`config.mk`:
```
export PLATFORM = sky130hd
export DESIGN_NAME = text_statistics_counter
export DESIGN_NICKNAME = d
export VERILOG_FILES = /design/src/hw/rtl/tsc_pkg.sv /design/src/hw/rtl/tsc_classify.sv /design/src/hw/rtl/tsc_counters.sv /design/src/hw/rtl/text_statistics_counter.sv
export SDC_FILE = /design/constraint.sdc
export NUM_CORES = 1
export LEC_CHECK = 0
export BUFFER_PORTS_ARGS = -buffer_cell sky130_fd_sc_hd__buf_2
export CORE_MARGIN = 2
export CORE_UTILIZATION = 30
export DETAILED_ROUTE_END_ITERATION = 7
export PLACE_DENSITY_LB_ADDON = 0.12
export SLEW_MARGIN = 40
export SYNTH_ARGS = -nofsm -noshare
export SYNTH_HDL_FRONTEND = slang
export SYNTH_SLANG_ARGS = --single-unit
```
`constraint.sdc`:
```
create_clock -name clk_i -period 21.2 [get_ports clk_i]
set_clock_uncertainty 0.2 [all_clocks]
set_input_delay 4.24 -clock clk_i [delete_from_list [all_inputs] [get_ports clk_i]]
set_output_delay 4.24 -clock clk_i [all_outputs]
set_load 0.1 [all_outputs]
```
`src/hw/rtl/tsc_pkg.sv`:
```
// Shared types and constants for the text statistics counter.
// No dependencies; used by tsc_classify, tsc_counters and the top level.
package tsc_pkg;

  localparam int COUNT_WIDTH_DEF = 16;
  localparam int OUT_WIDTH       = 16;

  // Slots of the counter bank; the newline slot is reported as lines.
  localparam int CNT_BYTES     = 0;
  localparam int CNT_NONSPACE  = 1;
  localparam int CNT_WORDS     = 2;
  localparam int CNT_NEWLINES  = 3;
  localparam int CNT_VOWELS    = 4;
  localparam int CNT_CONSONANT = 5;
  localparam int CNT_DIGITS    = 6;
  localparam int CNT_SPACES    = 7;
  localparam int CNT_OTHER     = 8;
  localparam int NUM_CNT       = 9;

  localparam logic [7:0] CHR_A     = 8'h61;
  localparam logic [7:0] CHR_E     = 8'h65;
  localparam logic [7:0] CHR_I     = 8'h69;
  localparam logic [7:0] CHR_O     = 8'h6F;
  localparam logic [7:0] CHR_U     = 8'h75;
  localparam logic [7:0] CHR_NL    = 8'h0A;
  localparam logic [7:0] CHR_SPACE = 8'h20;
  localparam logic [7:0] CHR_TAB   = 8'h09;
  localparam logic [7:0] CHR_CR    = 8'h0D;
  localparam logic [7:0] CHR_ZERO  = 8'h30;
  localparam logic [7:0] CHR_NINE  = 8'h39;
  localparam logic [7:0] CHR_UC_A  = 8'h41;
  localparam logic [7:0] CHR_UC_Z  = 8'h5A;
  localparam logic [7:0] CHR_LC_Z  = 8'h7A;
  localparam logic [7:0] CASE_BIT  = 8'h20;

  typedef struct packed {
    logic ws;
    logic newline;
    logic vowel;
    logic consonant;
    logic digit;
    logic other;
  } tsc_class_t;

endpackage

```
`src/hw/rtl/tsc_classify.sv`:
```
// Byte classifier: sorts one byte into C-locale classes.
// Depends on tsc_pkg.
module tsc_classify import tsc_pkg::*; (
  input  logic [7:0] byte_i,
  output tsc_class_t class_o
);

  logic       ws, letter, is_vowel, digit;
  logic [7:0] lower;

  always_comb begin
    ws       = (byte_i == CHR_SPACE) || (byte_i >= CHR_TAB && byte_i <= CHR_CR);
    letter   = (byte_i >= CHR_UC_A && byte_i <= CHR_UC_Z) ||
               (byte_i >= CHR_A && byte_i <= CHR_LC_Z);
    lower    = byte_i | CASE_BIT;
    is_vowel = (lower == CHR_A) || (lower == CHR_E) || (lower == CHR_I) ||
               (lower == CHR_O) || (lower == CHR_U);
    digit    = (byte_i >= CHR_ZERO) && (byte_i <= CHR_NINE);

    class_o.ws        = ws;
    class_o.newline   = (byte_i == CHR_NL);
    class_o.vowel     = letter && is_vowel;
    class_o.consonant = letter && !is_vowel;
    class_o.digit     = digit;
    class_o.other     = !ws && !letter && !digit;
  end

endmodule

```
`src/hw/rtl/tsc_counters.sv`:
```
// Saturating counter bank and word tracking; presents the totals that
// include the current byte. Depends on tsc_pkg.
module tsc_counters import tsc_pkg::*; #(
  parameter int COUNT_WIDTH = COUNT_WIDTH_DEF
) (
  input  logic                 clk_i,
  input  logic                 rst_ni,
  input  logic                 advance_i,
  input  logic                 last_i,
  input  tsc_class_t           class_i,
  output logic [OUT_WIDTH-1:0] totals_o [NUM_CNT]
);

  localparam int EXT_W = (COUNT_WIDTH > OUT_WIDTH) ? COUNT_WIDTH : OUT_WIDTH;

  logic [COUNT_WIDTH-1:0] cnt_q [NUM_CNT];
  logic [COUNT_WIDTH-1:0] cnt_d [NUM_CNT];
  logic [NUM_CNT-1:0]     inc;
  logic                   inside_word_q;

  function automatic logic [COUNT_WIDTH-1:0] sat_inc(input logic [COUNT_WIDTH-1:0] v);
    return (v != '1) ? v + COUNT_WIDTH'(1) : v;
  endfunction

  always_comb begin
    inc                = '0;
    inc[CNT_BYTES]     = 1'b1;
    inc[CNT_NONSPACE]  = !class_i.ws;
    inc[CNT_WORDS]     = !class_i.ws && !inside_word_q;
    inc[CNT_NEWLINES]  = class_i.newline;
    inc[CNT_VOWELS]    = class_i.vowel;
    inc[CNT_CONSONANT] = class_i.consonant;
    inc[CNT_DIGITS]    = class_i.digit;
    inc[CNT_SPACES]    = class_i.ws;
    inc[CNT_OTHER]     = class_i.other;
  end

  always_comb begin
    logic [COUNT_WIDTH-1:0] val;
    logic [EXT_W-1:0]       ext;
    for (int i = 0; i < NUM_CNT; i++) begin
      cnt_d[i] = inc[i] ? sat_inc(cnt_q[i]) : cnt_q[i];
      // lines is one more than the newline count
      val = (i == CNT_NEWLINES) ? sat_inc(cnt_d[i]) : cnt_d[i];
      ext = EXT_W'(val);
      totals_o[i] = ext[OUT_WIDTH-1:0];
    end
  end

  always_ff @(posedge clk_i or negedge rst_ni) begin
    if (!rst_ni) begin
      for (int i = 0; i < NUM_CNT; i++) cnt_q[i] <= '0;
      inside_word_q <= 1'b0;
    end else if (advance_i) begin
      if (last_i) begin
        for (int i = 0; i < NUM_CNT; i++) cnt_q[i] <= '0;
        inside_word_q <= 1'b0;
      end else begin
        for (int i = 0; i < NUM_CNT; i++) cnt_q[i] <= cnt_d[i];
        inside_word_q <= !class_i.ws;
      end
    end
  end

endmodule

```
`src/hw/rtl/text_statistics_counter.sv`:
```
// Top level of the text statistics counter.
// Depends on tsc_pkg, tsc_classify and tsc_counters.

// The block takes a text one byte per beat on the input channel, with
// end_of_text_i set on the final byte, and on that byte delivers one result
// beat with nine totals: bytes, non-whitespace bytes, words, lines (one plus
// the newline count), vowels, consonants, digits, whitespace bytes and other
// bytes, all counted as in the C locale (bytes 0x80 and up are other). Bytes
// without end_of_text_i give no result. Every count saturates at
// 2^COUNT_WIDTH - 1 and each result field carries its low 16 bits. After the
// final byte all counts clear, so the next byte starts a new text. A byte
// is captured in an input register, then classified and counted, and the
// totals of a final byte land in a result register. The block takes one
// byte every cycle while input is not stalled; input stalls only when a
// finished result is still waiting in the result register and the next
// final byte needs it.
module text_statistics_counter import tsc_pkg::*; #(
  parameter int COUNT_WIDTH = COUNT_WIDTH_DEF
) (
  input  logic                 clk_i,
  input  logic                 rst_ni,
  input  logic                 in_valid_i,
  output logic                 in_ready_o,
  input  logic [7:0]           text_byte_i,
  input  logic                 end_of_text_i,
  output logic                 out_valid_o,
  input  logic                 out_ready_i,
  output logic [OUT_WIDTH-1:0] total_chars_o,
  output logic [OUT_WIDTH-1:0] nonspace_chars_o,
  output logic [OUT_WIDTH-1:0] words_o,
  output logic [OUT_WIDTH-1:0] lines_o,
  output logic [OUT_WIDTH-1:0] vowels_o,
  output logic [OUT_WIDTH-1:0] consonants_o,
  output logic [OUT_WIDTH-1:0] digits_o,
  output logic [OUT_WIDTH-1:0] spaces_o,
  output logic [OUT_WIDTH-1:0] punctuation_o
);

  // Input register.
  logic       s1_valid_q;
  logic [7:0] s1_byte_q;
  logic       s1_last_q;
  logic       s1_advance;
  logic       in_fire;

  // Result register.
  logic                 out_valid_q;
  logic [OUT_WIDTH-1:0] res_q [NUM_CNT];

  tsc_class_t           byte_class;
  logic [OUT_WIDTH-1:0] totals [NUM_CNT];

  // Advance the held byte unless it is a final byte and the result
  // register still holds a beat nobody has taken.
  assign s1_advance = s1_valid_q && (!s1_last_q || !out_valid_q || out_ready_i);
  assign in_ready_o = !s1_valid_q || s1_advance;
  assign in_fire    = in_valid_i && in_ready_o;

  always_ff @(posedge clk_i or negedge rst_ni) begin
    if (!rst_ni) begin
      s1_valid_q <= 1'b0;
    end else if (in_ready_o) begin
      s1_valid_q <= in_valid_i;
    end
  end

  // Payload holds no reset; capture only on an accepted beat.
  always_ff @(posedge clk_i) begin
    if (in_fire) begin
      s1_byte_q <= text_byte_i;
      s1_last_q <= end_of_text_i;
    end
  end

  tsc_classify u_classify (
    .byte_i  (s1_byte_q),
    .class_o (byte_class)
  );

  tsc_counters #(
    .COUNT_WIDTH (COUNT_WIDTH)
  ) u_counters (
    .clk_i     (clk_i),
    .rst_ni    (rst_ni),
    .advance_i (s1_advance),
    .last_i    (s1_last_q),
    .class_i   (byte_class),
    .totals_o  (totals)
  );

  // Load a result on a final byte; drop it once the sink takes it.
  always_ff @(posedge clk_i or negedge rst_ni) begin
    if (!rst_ni) begin
      out_valid_q <= 1'b0;
    end else if (s1_advance && s1_last_q) begin
      out_valid_q <= 1'b1;
    end else if (out_ready_i) begin
      out_valid_q <= 1'b0;
    end
  end

  always_ff @(posedge clk_i) begin
    if (s1_advance && s1_last_q) begin
      for (int i = 0; i < NUM_CNT; i++) res_q[i] <= totals[i];
    end
  end

  assign out_valid_o      = out_valid_q;
  assign total_chars_o    = res_q[CNT_BYTES];
  assign nonspace_chars_o = res_q[CNT_NONSPACE];
  assign words_o          = res_q[CNT_WORDS];
  assign lines_o          = res_q[CNT_NEWLINES];
  assign vowels_o         = res_q[CNT_VOWELS];
  assign consonants_o     = res_q[CNT_CONSONANT];
  assign digits_o         = res_q[CNT_DIGITS];
  assign spaces_o         = res_q[CNT_SPACES];
  assign punctuation_o    = res_q[CNT_OTHER];

`ifndef SYNTHESIS
  // A final byte must wait while an untaken result occupies the register.
  a_last_waits: assert property (@(posedge clk_i) disable iff (!rst_ni)
    s1_valid_q && s1_last_q && out_valid_q && !out_ready_i |=> s1_valid_q)
    else $error("final byte advanced over a pending result");

  // A new result appears only right after a final byte advanced.
  a_result_source: assert property (@(posedge clk_i) disable iff (!rst_ni)
    $rose(out_valid_q) |-> $past(s1_valid_q && s1_last_q && s1_advance))
    else $error("result loaded without a final byte");

  // Lines is at least one when the count is not truncated.
  a_lines_nonzero: assert property (@(posedge clk_i) disable iff (!rst_ni)
    out_valid_q |-> (COUNT_WIDTH > OUT_WIDTH) || (lines_o != '0))
    else $error("line count of zero");

  // Nonspace and space bytes never exceed the total, nor words the nonspace.
  a_totals_bound: assert property (@(posedge clk_i) disable iff (!rst_ni)
    out_valid_q |-> (COUNT_WIDTH > OUT_WIDTH) ||
      ((nonspace_chars_o <= total_chars_o) && (spaces_o <= total_chars_o) &&
       (words_o <= nonspace_chars_o)))
    else $error("class counts exceed byte total");
`endif

endmodule

```
==> metrics.md, run 1 <==
| Metric | Value |
|---|---|
| Status | `complete, no violations` |
| Final Cell Area | `17600 um^2` |
| Initial DRC Count | `slightly below 700` |
| Max_slew headroom | `47.1%` |
| CP endpoint kind | `output port` |
| Post-CTS Setup Inserts | `0` |
| Worst path arrival time | `5.01 ns` |
| RSZ-0062 raised after global routing | `no` |
| Hold slack | `0.327 ns` |
| Final nets | `around 1.5k` |
| EDFF count, synth | `153` |
| Clock tree root buffer cell | `clkbuf_16` |
| Largest cells by area after synthesis | `edfxtp_1 31%, dfrtp_1 25%, nand2_1 4.3%, a22o_1 3.9%, xnor2_1 3.7%` |
| Core area | `a little under 50000 um^2` |
| Clock sink total | `300` |
| DIE WIDTH | `between 200 and 250 um` |
| CTS max path bufs | `3` |
| Reg2Reg Depth | `9` |
| Clk slew on worst S/H paths | `roughly 0.060 ns` |
| Placed standard-cell area | `16300 um^2` |
| DRC viols | `0` |
| DR vias | `10.8k` |
| NetSw | `0.439 mW` |
| Cells after Synth | `1350` |
| Sequential share of the synthesized area | `56.1%` |
| Fin. Hold Viols | `0` |
| Drt total wl | `38600 um` |
| DIE AREA | `approximately 50000 um^2` |
| CTS tree | `yes` |
| Die H | `226 um` |
| Clk Latency, worst-skew pair | `0.55 ns` |
| First-pass GRT wire length | `59800 um` |
| Max Freq | `0.106 GHz` |
| Seq pwr share | `about 44%` |
| Wirelength per Cell | `about 18 um` |
| Vias per cell | `4.96` |
| Total power | `1.53 mW` |
| Internal | `1.09 mW` |
| Placer Congestion | `0.821` |
| Initial core utilization | `30.3%` |
| Post-DRT Antenna Nets | `0` |
| Vias in the first global route | `10.3k` |
| Synth top area share | `around 31%` |
| GRT Total Usage | `around 15%` |
| Pre-CTS WS | `11.75 ns` |
| Largest net degree at the start of global routing | `88` |
| Syn nets | `between 1k and 1.5k` |
| Max-cap violations | `0` |
| DPL Wire Length | `around 25000 um` |
| IR Drop Worst-Case VDD | `0.0389 mV` |
| Ant diodes | `0` |
| Critical path fanouts, max | `3` |
| Synthesized area per cell | `10.9 um^2` |
| Power share of the combinational group | `12.4%` |
| Hold path cells | `1` |
| # rows | `81` |
| Max-slew violations | `0` |
| Type of origin of the critical path | `primary input` |
| Clock buffer count from CTS | `37` |
| CTS Hold Bufs | `0` |
| Kind of critical path | `in2out` |
| Final worst slack | `~12 ns` |
| Yosys top cell by area | `edfxtp_1` |
| # IOs | `159` |
| Minimum clock period | `roughly 9.4 ns` |
| Worst EP required | `around 17 ns` |
| Post-Syn Area | `14700 um^2` |
| Switching part of the total | `28.6%` |
| Seq cells post-synth | `300` |
| Ys Warns | `0` |
| Yosys cell types | `81` |
| Gr ovfl total | `0` |
| HP Class | `reg2reg` |
| CTS resizes | `0` |
| H-tree depth | `2` |
| PortBufs | `158` |
| Pleak | `7.06 nW` |
| FFs w/ async S/R, synth | `between 40% and 50%` |
| Final setup vio count | `0` |
| Share of cells above drive strength 1 | `19.0%` |
| Power per cell area | `87.3 nW/um^2` |
| Period utilization | `between 40% and 50%` |
| Setup TNS Final | `0 ns` |
| Initial antenna violation count | `1` |
| Synth-to-layout area growth | `19.1%` |
| Clock power share | `43.7%` |
| Worst slew pin tran | `0.786 ns` |
| Ys flop type | `edfxtp_1` |
| DR pass1 iterations | `5` |
==> power groups by stage <==
stage | clock (mW) | sequential [mW] | combinational (mW)
2_1_floorplan | 0 | 0.766 | 0.0645
3_3_place_gp | 0 | 0.683 | 0.191
3_5_place_dp | 0 | 0.683 | 0.193
4_1_cts | 0.696 | 0.672 | 0.194
5_1_grt | 0.718 | 0.676 | 0.204
6_report | 0.671 | 0.672 | 0.191
==> cell usage in the layout, fill, tap and decap left out, types with 5 or more instances in the layout <==
cell type,count
a21oi_1,54
a22o_1,66
a31oi_1,15
and2_1,9
and3_1,20
and4_1,10
buf_2,157
buf_4,6
buf_6,5
bufinv_16,6
clkbuf_1,8
clkbuf_16,39
clkinv_2,7
dfrtp_1,147
edfxtp_1,153
ha_1,9
inv_1,21
mux2_2,18
mux2i_1,32
nand2_1,168
nand2b_1,8
nand3_1,55
nand4_1,28
nor2_1,88
nor2b_1,12
nor3_1,26
nor3b_1,13
nor4_1,13
o21a_1,6
o21ai_0,91
o31ai_1,17
or3_1,9
xnor2_1,62
xor2_1,39
==> cell usage after synthesis (4+ instances only) <==
cell      number
nand4_1       28
o21bai_1       4
and4_1        10
buf_2          8
o31ai_1       18
xnor2_1       62
a31oi_1       15
nand2b_1       8
ha_1           9
or3_1          9
nand3_1       55
mux2_2        18
nor3b_1       13
inv_1         21
nor4_1        15
nor2_1        90
dfrtp_1      147
a22o_1        66
nand2_1      170
clkbuf_1      61
xor2_1        39
o21ai_0       92
mux2i_1       33
or2_2          4
a21oi_1       54
and2_1         9
edfxtp_1     153
and3_1        20
o21a_1         6
nor3_1        26
nor2b_1       12
==> final timing paths <==
kind                                       start               endpoint  slack, ns
max                                  out_ready_i             in_ready_o      11.75
min                        u_counters.cnt_q[105]  u_counters.cnt_q[105]       0.33
max reg2reg                 u_counters.cnt_q[80]           res_q[0][62]      17.17
min reg2reg                u_counters.cnt_q[105]  u_counters.cnt_q[105]       0.33
max in group asynchronous                 rst_ni   u_counters.cnt_q[30]      15.92
min in group asynchronous                 rst_ni   u_counters.cnt_q[36]       3.38
==> stage by stage <==
stage                     util (%)  std cells
after floorplan                  -       1350
after global placement        33.2       2110
after detailed placement      33.4       2112
after CTS                     36.0       2180
after global routing          36.0       2180
final                         36.0       2180
==> sequential cells by signal, summed over array words and instances, names as in the netlist <==
signal	cells
s1_byte_q	8
out_valid_o	1
u_counters.cnt_q	144
s1_last_q	1
res_q	144
s1_valid_q	1
u_counters.inside_word_q	1
==> cell families after synthesis <==
logic type / synth area share [%]
buffers and inverters: 2.49
flip-flops: 56.1
XOR/XNOR: 6.00
adder cells (fa/ha/maj): 0.764
AND/OR/NAND/NOR: 17.9
multiplexers: 3.61
AO/OA/AOI/OAI: 13.2
==> area by class of cell <==
| class | instances | area [um^2] |
|---|---|---|
| clock inverters | 20 | 260 |
| inverters | 21 | 78.8 |
| flip-flops and latches | 300 | 8270 |
| repair buffers | 170 | 930 |
| multi-input cells | 957 | 6180 |
| well taps | 664 | 831 |
| fillers | 4870 | 31200 |
| clock buffers | 48 | 1020 |
==> routing by layer <==
metal | share of wire [%] | vias to the layer above | global-route usage, %
li1 | - | 5245 | -
met1 | 47 | 5318 | 20.9
met2 | 47 | 203 | 23.8
met3 | 4.6 | 49 | 3.54
met4 | 1.8 | 0 | 3.74
met5 | 0 | - | 0
==> critical path: stages <==
cell and delay (ns):
buf_2 0.10, nor2b_1 0.16, nand3_1 0.15, buf_2 0.37
(Power assumes the default switching activity.)
==> inputs of run 2 (changes only) <==
==> constraint.sdc (replaced) <==
create_clock -name clk_i -period 9.6 [get_ports clk_i]
set_clock_uncertainty 0.2 [all_clocks]
set_input_delay 1.92 -clock clk_i [delete_from_list [all_inputs] [get_ports clk_i]]
set_output_delay 1.92 -clock clk_i [all_outputs]
set_load 0.1 [all_outputs]
==> run 2 against run 1 <==
  * Critical path depth did not move
  * Via count down 0.90%
  * Clock-buffer cell count did not move
  * Cell count shrank 0.23%
  * Setup slack worse by 7.0 ns
  * Combinational power increased by 120%
  * Wire length up 0.14%
  * Power rose by 110%
  * Core utilization is 0.34 points lower
  * Sequential share of layout area up 0.45 points
  * Clock power grew 98%
  * Critical path type unchanged
  * Critical endpoint unchanged
==> metrics.md, run 2 (same netlist as run 1, synthesis figures left out) <==
| Metric | Value |
|---|---|
| Critical Path Max Stage Delay | `0.36 ns (about the same)` |
| R2R setup slack | `5.55 ns (-11.62 ns)` |
| HP Class | `reg2reg` |
| DR pass1 iterations | `5 (unchanged)` |
| Type of origin of the critical path | `primary input` |
| Critical path fanouts, max | `3 (unchanged)` |
| Crit-path leading delay family | `buffers and inverters` |
| Vias per cell | `4.93 (-0.67%)` |
| CP endpoint kind | `output port` |
| Power share of the combinational group | `13.0% (+0.6 points)` |
| PortBufs | `158 (unchanged)` |
| Drt total wl | `38600 um (+0.14%)` |
| Share of cells above drive strength 1 | `18.6% (-0.40 points)` |
| NetSw | `0.941 mW (+110%)` |
| Worst path arrival time | `2.70 ns (-2.31 ns)` |
| Gr ovfl total | `0 (unchanged)` |
| Initial antenna violation count | `2 (+1)` |
| # IOs | `159 (unchanged)` |
| Die H | `226 um (unchanged)` |
| Clock buffer count from CTS | `35 (-5.4%)` |
| H-tree depth | `2 (unchanged)` |
| Clock power share | `41.1% (-2.6 points)` |
| Final nets | `1507 (-0.13%)` |
| Crit path launch | `out_ready_i` |
| Reg2Reg Depth | `9 (unchanged)` |
| Worst EP required | `7.48 ns (-9.28 ns)` |
| Placer Congestion | `0.810 (-1.3%)` |
| Pleak | `6.99 nW (-1.0%)` |
| CTS max path bufs | `3 (unchanged)` |
| Reg-to-reg endpoint | `res_q[0][62]` |
| CTS tree | `yes` |
| # rows | `81 (unchanged)` |
| Cell mode on critical path | `buf_2` |
| Final worst slack | `4.78 ns (-6.97 ns)` |
| Initial DRC Count | `682 (+0.74%)` |
| Commonest non-fill, non-tap cell in the layout | `nand2_1` |
| Max_slew headroom | `45.2% (-1.9 points)` |
| Crit path cell chain | `buf_2 > nor2b_1 > nand3_1 > buf_2` |
| DR vias | `10.7k (-0.90%)` |
| CTS resizes | `0 (unchanged)` |
| Worst r2r src | `u_counters.cnt_q[80]` |
| Highest-count cells in the layout ignoring fill and taps | `168 x nand2_1, 157 x buf_2, 153 x edfxtp_1` |
| Worst path slowest cell | `buf_2` |
| IR Drop Worst-Case VDD | `0.0890 mV (+130%)` |
| Critical path buffer and inverter count | `2 (unchanged)` |
| Initial core utilization | `30.3% (unchanged)` |
| DIE WIDTH | `226 um (unchanged)` |
| Post-CTS Setup Inserts | `0 (unchanged)` |
| Clock sink total | `300 (unchanged)` |
| Setup TNS Final | `0 ns (unchanged)` |
| Clk slew on worst S/H paths | `0.06 ns (about the same)` |
| Fill cell count | `4867 (-0.062%)` |
| Pre-CTS WS | `4.77 ns (-6.97 ns)` |
| Switching part of the total | `29.1% (+0.52 points)` |
| Seq pwr share | `45.9% (+2.1 points)` |
| Post-DRT Antenna Nets | `0 (unchanged)` |
| Largest net degree at the start of global routing | `94 (+6.8%)` |
| Hold path cells | `1 (unchanged)` |
| First-pass GRT wire length | `60400 um (+0.87%)` |
| DIE AREA | `51000 um^2 (unchanged)` |
| Top Registers | `res_q x144, u_counters.cnt_q x144, s1_byte_q x8` |
| Critical Path Sink | `in_ready_o` |
| Clk Latency, worst-skew pair | `0.54 ns (about the same)` |
| GRT Total Usage | `15.2% (+0.11 points)` |
| Max-cap violations | `0 (unchanged)` |
| Max-slew violations | `0 (unchanged)` |
| Minimum clock period | `4.82 ns` |
| Wirelength per Cell | `17.8 um (+0.37%)` |
| Core area | `48700 um^2 (unchanged)` |
| Synth-to-layout area growth | `18.0%` |
| Status | `complete, no violations` |
| DPL Wire Length | `24600 um (-0.65%)` |
| Internal | `2.29 mW (+110%)` |
| CTS Hold Bufs | `0 (unchanged)` |
| Crit path depth | `4 (unchanged)` |
| Power per cell area | `186 nW/um^2 (+110%)` |
| Period utilization | `50.2%` |
| RSZ-0062 raised after global routing | `no` |
| Final setup vio count | `0 (unchanged)` |
| Ant diodes | `0 (unchanged)` |
| Kind of critical path | `in2out` |
| Clock tree root buffer cell | `clkbuf_16` |
| Fin. Hold Viols | `0 (unchanged)` |
| Max Freq | `0.207 GHz` |
| DRC viols | `0 (unchanged)` |
| Vias in the first global route | `10.4k (+1.3%)` |
| Worst slew pin tran | `0.814 ns (+0.0282 ns)` |
run 2: cell count changes in the layout (fill, tap and decap cells not counted), moves of 2 or more:
| cell | previous run | this run |
|---|---|---|
| clkbuf_8 | 1 | 4 |
| clkinv_4 | 2 | 0 |
| clkinv_1 | 3 | 5 |
| clkbuf_16 | 39 | 37 |
| bufinv_16 | 6 | 2 |
run 2: final cells by class:
type,count,area [um^2],share of cell area (%)
Clock inverter,15,119,0.683
Tap cell,664,831,4.77
Timing Repair Buffer,170,922,5.30
Multi-Input combinational cell,957,6170,35.5
Clock buffer,48,1010,5.79
Inverter,21,78.8,0.453
Sequential cell,300,8270,47.5
run 2: worst reg2reg max path, cell delays in order (launching register included):
cell and delay, ns:
dfrtp_1 0.62, ha_1 0.54, nand4_1 0.18, nor4_2 0.56
a31oi_1 0.08, and2_1 0.23, nor3_1 0.55, nand3_1 0.15
nor3b_1 0.32, mux2_2 0.38
run 2: per-layer routing:
metal  track usage [%]  vias to the layer above  part of all wire (%)
met3              3.04                       50                   4.5
met2              23.7                      213                    46
met1              21.3                     5224                    48
li1                  -                     5231                     -
met5                 0                        -                     0
met4              4.40                        0                   1.9
run 2: worst min-delay path by stage:
stage,startpoint,endpoint,slack (ns)
finish,u_counters.cnt_q[105],u_counters.cnt_q[105],0.34
CTS,u_counters.cnt_q[105],u_counters.cnt_q[105],0.34
floorplan,u_counters.cnt_q[105],u_counters.cnt_q[105],0.29
detailed placement,u_counters.cnt_q[119],u_counters.cnt_q[119],0.33
global placement,u_counters.cnt_q[121],u_counters.cnt_q[121],0.31
global route,u_counters.cnt_q[55],u_counters.cnt_q[55],0.37
run 2: stage by stage:
step                instances  hold slack [ns]  instance area [um^2]  utilization, %  power (mW)
finish                   2175            0.339                 17400            35.7        3.23
global route             2175            0.370                 17400            35.7        3.37
CTS                      2175            0.341                 17400            35.7        3.29
detailed placement       2112            0.330                 16300            33.3        1.93
global placement         2111            0.311                 16200            33.2        1.93
floorplan                1350            0.291                 14700               -        1.83
run 2: power by group through the flow:
| stage | Sequential [mW] | Combinational, mW | Clock, mW |
|---|---|---|---|
| 2_1_floorplan | 1.69 | 0.142 | 0 |
| 3_3_place_gp | 1.51 | 0.421 | 0 |
| 3_5_place_dp | 1.51 | 0.425 | 0 |
| 4_1_cts | 1.48 | 0.427 | 1.38 |
| 5_1_grt | 1.49 | 0.451 | 1.43 |
| 6_report | 1.48 | 0.420 | 1.33 |
==> inputs of run 3 (changes only) <==
==> constraint.sdc (replaced) <==
create_clock -name clk_i -period 4.5 [get_ports clk_i]
set_clock_uncertainty 0.2 [all_clocks]
set_input_delay 0.9 -clock clk_i [delete_from_list [all_inputs] [get_ports clk_i]]
set_output_delay 0.9 -clock clk_i [all_outputs]
set_load 0.1 [all_outputs]
==> run 3 against run 2 <==
  * Global-route usage fell by 0.059 points
  * Cell count rose by 0.55%
  * Core utilization rose by 0.47 points
  * Worst hold slack got worse by 0.24 ns
  * Setup slack got worse by 4.1 ns
  * Highest routed layer unchanged
  * Sequential share of layout area fell by 0.62 points
  * Clock-buffer cell count rose by 7
  * Power rose by 130%
  * Register-to-register slack got worse by 4.9 ns
  * Critical path depth rose by 5
  * Clock power rose by 140%
  * Flip-flop and latch count did not move
==> metrics.md, run 3 (same netlist as run 1, synthesis figures left out) <==
| Metric | Value |
|---|---|
| Clock buffer count from CTS | `38 (+8.6%)` |
| DR pass1 iterations | `5 (unchanged)` |
| Initial antenna violation count | `0 (-2)` |
| Setup TNS Final | `0 ns (unchanged)` |
| Vias per cell | `4.96 (+0.69%)` |
| # IOs | `159 (unchanged)` |
| Max-slew violations | `0 (unchanged)` |
| Initial core utilization | `30.3% (unchanged)` |
| Initial DRC Count | `631 (-7.5%)` |
| Max Freq | `~0.26 GHz` |
| Placed standard-cell area | `16300 um^2 (+0.16%)` |
| HP Class | `in2async` |
| CTS Hold Bufs | `0 (unchanged)` |
| Clk Latency, worst-skew pair | `0.54 ns (about the same)` |
| Critical path fanouts, max | `13 (+10)` |
| Final Cell Area | `17600 um^2 (+1.3%)` |
| Ant diodes | `0 (unchanged)` |
| Top Registers | `res_q x144, u_counters.cnt_q x144, s1_byte_q x8` |
| Post-CTS Setup Inserts | `0 (unchanged)` |
| Final nets | `1515 (+0.53%)` |
| Drt total wl | `38700 um (+0.16%)` |
| Max-cap violations | `0 (unchanged)` |
| Max_slew headroom | `43.9% (-1.4 points)` |
| Die H | `226 um (unchanged)` |
| Reg-to-reg endpoint | `res_q[0][62]` |
| Worst EP required | `4.59 ns (-2.89 ns)` |
| Fin. Hold Viols | `0 (unchanged)` |
| Commonest non-fill, non-tap cell in the layout | `nand2_1` |
| Highest-count cells in the layout ignoring fill and taps | `168 x nand2_1, 157 x buf_2, 153 x edfxtp_1` |
| Minimum clock period | `3.85 ns` |
| Seq pwr share | `43.3% (-2.6 points)` |
| NetSw | `2.06 mW (+120%)` |
| CTS tree | `yes` |
| R2R setup slack | `0.65 ns (-4.90 ns)` |
| Clock sink total | `300 (unchanged)` |
| GRT Total Usage | `15.1% (-0.059 points)` |
| Power per cell area | `414 nW/um^2 (+120%)` |
| First-pass GRT wire length | `60000 um (-0.54%)` |
| Internal | `5.25 mW (+130%)` |
| Period utilization | `85.5%` |
| DPL Wire Length | `25100 um (+2.1%)` |
| CP endpoint kind | `register` |
| Crit path launch | `u_counters.cnt_q[80]` |
| IR Drop Worst-Case VDD | `0.204 mV (+130%)` |
| DIE WIDTH | `226 um (unchanged)` |
| RSZ-0062 raised after global routing | `no` |
| Post-DRT Antenna Nets | `0 (unchanged)` |
| Pleak | `7.10 nW (+1.6%)` |
| PortBufs | `158 (unchanged)` |
| Worst slew pin tran | `0.836 ns (+0.0214 ns)` |
| Worst r2r src | `u_counters.cnt_q[80]` |
| Clock power share | `44.4% (+3.3 points)` |
| H-tree depth | `2 (unchanged)` |
| Worst path arrival time | `3.94 ns (+1.24 ns)` |
| Gr ovfl total | `0 (unchanged)` |
| DRC viols | `0 (unchanged)` |
| Final setup vio count | `0 (unchanged)` |
| CTS resizes | `0 (unchanged)` |
| Fill cell count | `4818 (-1.0%)` |
| Kind of critical path | `reg2reg` |
| Largest net degree at the start of global routing | `98 (+4.3%)` |
| Core area | `48700 um^2 (unchanged)` |
| Switching part of the total | `28.2% (-0.94 points)` |
| Placer Congestion | `0.873 (+7.9%)` |
| DIE AREA | `51000 um^2 (unchanged)` |
| Reg2Reg Depth | `9 (unchanged)` |
| Power share of the combinational group | `12.4% (-0.6 points)` |
| Status | `complete, no violations` |
| Vias in the first global route | `10.5k (+0.52%)` |
| Clk slew on worst S/H paths | `0.06 ns (about the same)` |
| Total power | `7.31 mW (+130%)` |
| Wirelength per Cell | `17.7 um (-0.39%)` |
| Type of origin of the critical path | `register` |
| # rows | `81 (unchanged)` |
| Clock tree root buffer cell | `clkbuf_16` |
| Final Non-Filler Cells | `2187 (+0.55%)` |
| CTS max path bufs | `3 (unchanged)` |
| Inst Count DP | `2117 (+0.24%)` |
| DR vias | `10.9k (+1.3%)` |
| Synth-to-layout area growth | `19.6%` |
| Share of cells above drive strength 1 | `19.0% (+0.38 points)` |
[run 3: changes by cell type in the layout (fill, tap and decap cells not counted), moves of 2 or more]
cell and delta:
buf_12 +3, buf_4 +6, buf_6 -3, bufinv_16 +4
clkbuf_1 +5, clkbuf_16 +4, clkbuf_8 -2, clkinv_1 -2
clkinv_2 -3
[run 3: cell type report]
type	count	area (um^2)	share of cell area, %
clock buffers	55	1100	6.23
well taps	664	831	4.71
multi-input cells	957	6160	35.0
inverters	21	78.8	0.447
clock inverters	15	224	1.27
repair buffers	175	966	5.48
flip-flops and latches	300	8270	46.9
[run 3: per-stage QoR]
stage / hold WS (ns) / worst slack, ns / util [%]
after floorplan: 0.291 / 0.237 / -
after global placement: 0.315 / 0.719 / 33.4
after detailed placement: 0.317 / 0.662 / 33.4
after CTS: 0.113 / 0.648 / 36.1
after global routing: 0.143 / 0.297 / 36.2
final: 0.0940 / 0.653 / 36.2
[run 3: power groups by stage]
stage               registers, mW  logic [mW]  clock network [mW]
floorplan                    3.60       0.305                   0
global placement             3.21       0.914                   0
detailed placement           3.22       0.914                   0
CTS                          3.16       0.918                3.36
global route                 3.18       0.969                3.47
finish                       3.16       0.903                3.24
[run 3: worst max path at each step]
stage | endpoint | slack [ns] | depth (start not counted)
floorplan | res_q[0][0] | 0.24 | 5
global placement | res_q[0][62] | 0.72 | 9
detailed placement | res_q[0][62] | 0.66 | 9
CTS | res_q[0][62] | 0.65 | 9
global route | res_q[0][62] | 0.30 | 9
finish | res_q[0][62] | 0.65 | 9
[run 3: per-layer routing]
layer / wire length (um) / vias up / track usage, %
met5: 0 / - / 0
met4: 1070 / 0 / 5.66
met3: 2120 / 59 / 3.33
met2: 17400 / 210 / 23.4
met1: 18100 / 5323 / 20.8
li1: - / 5260 / -
[run 3: critical path, cell delays in order (launching register included)]
cell and delay [ns]:
dfrtp_1 0.61, ha_1 0.52, nand4_1 0.16, nor4_2 0.46, a31oi_1 0.08, and2_1 0.22
nor3_1 0.54, nand3_1 0.16, nor3b_1 0.28, mux2_2 0.37
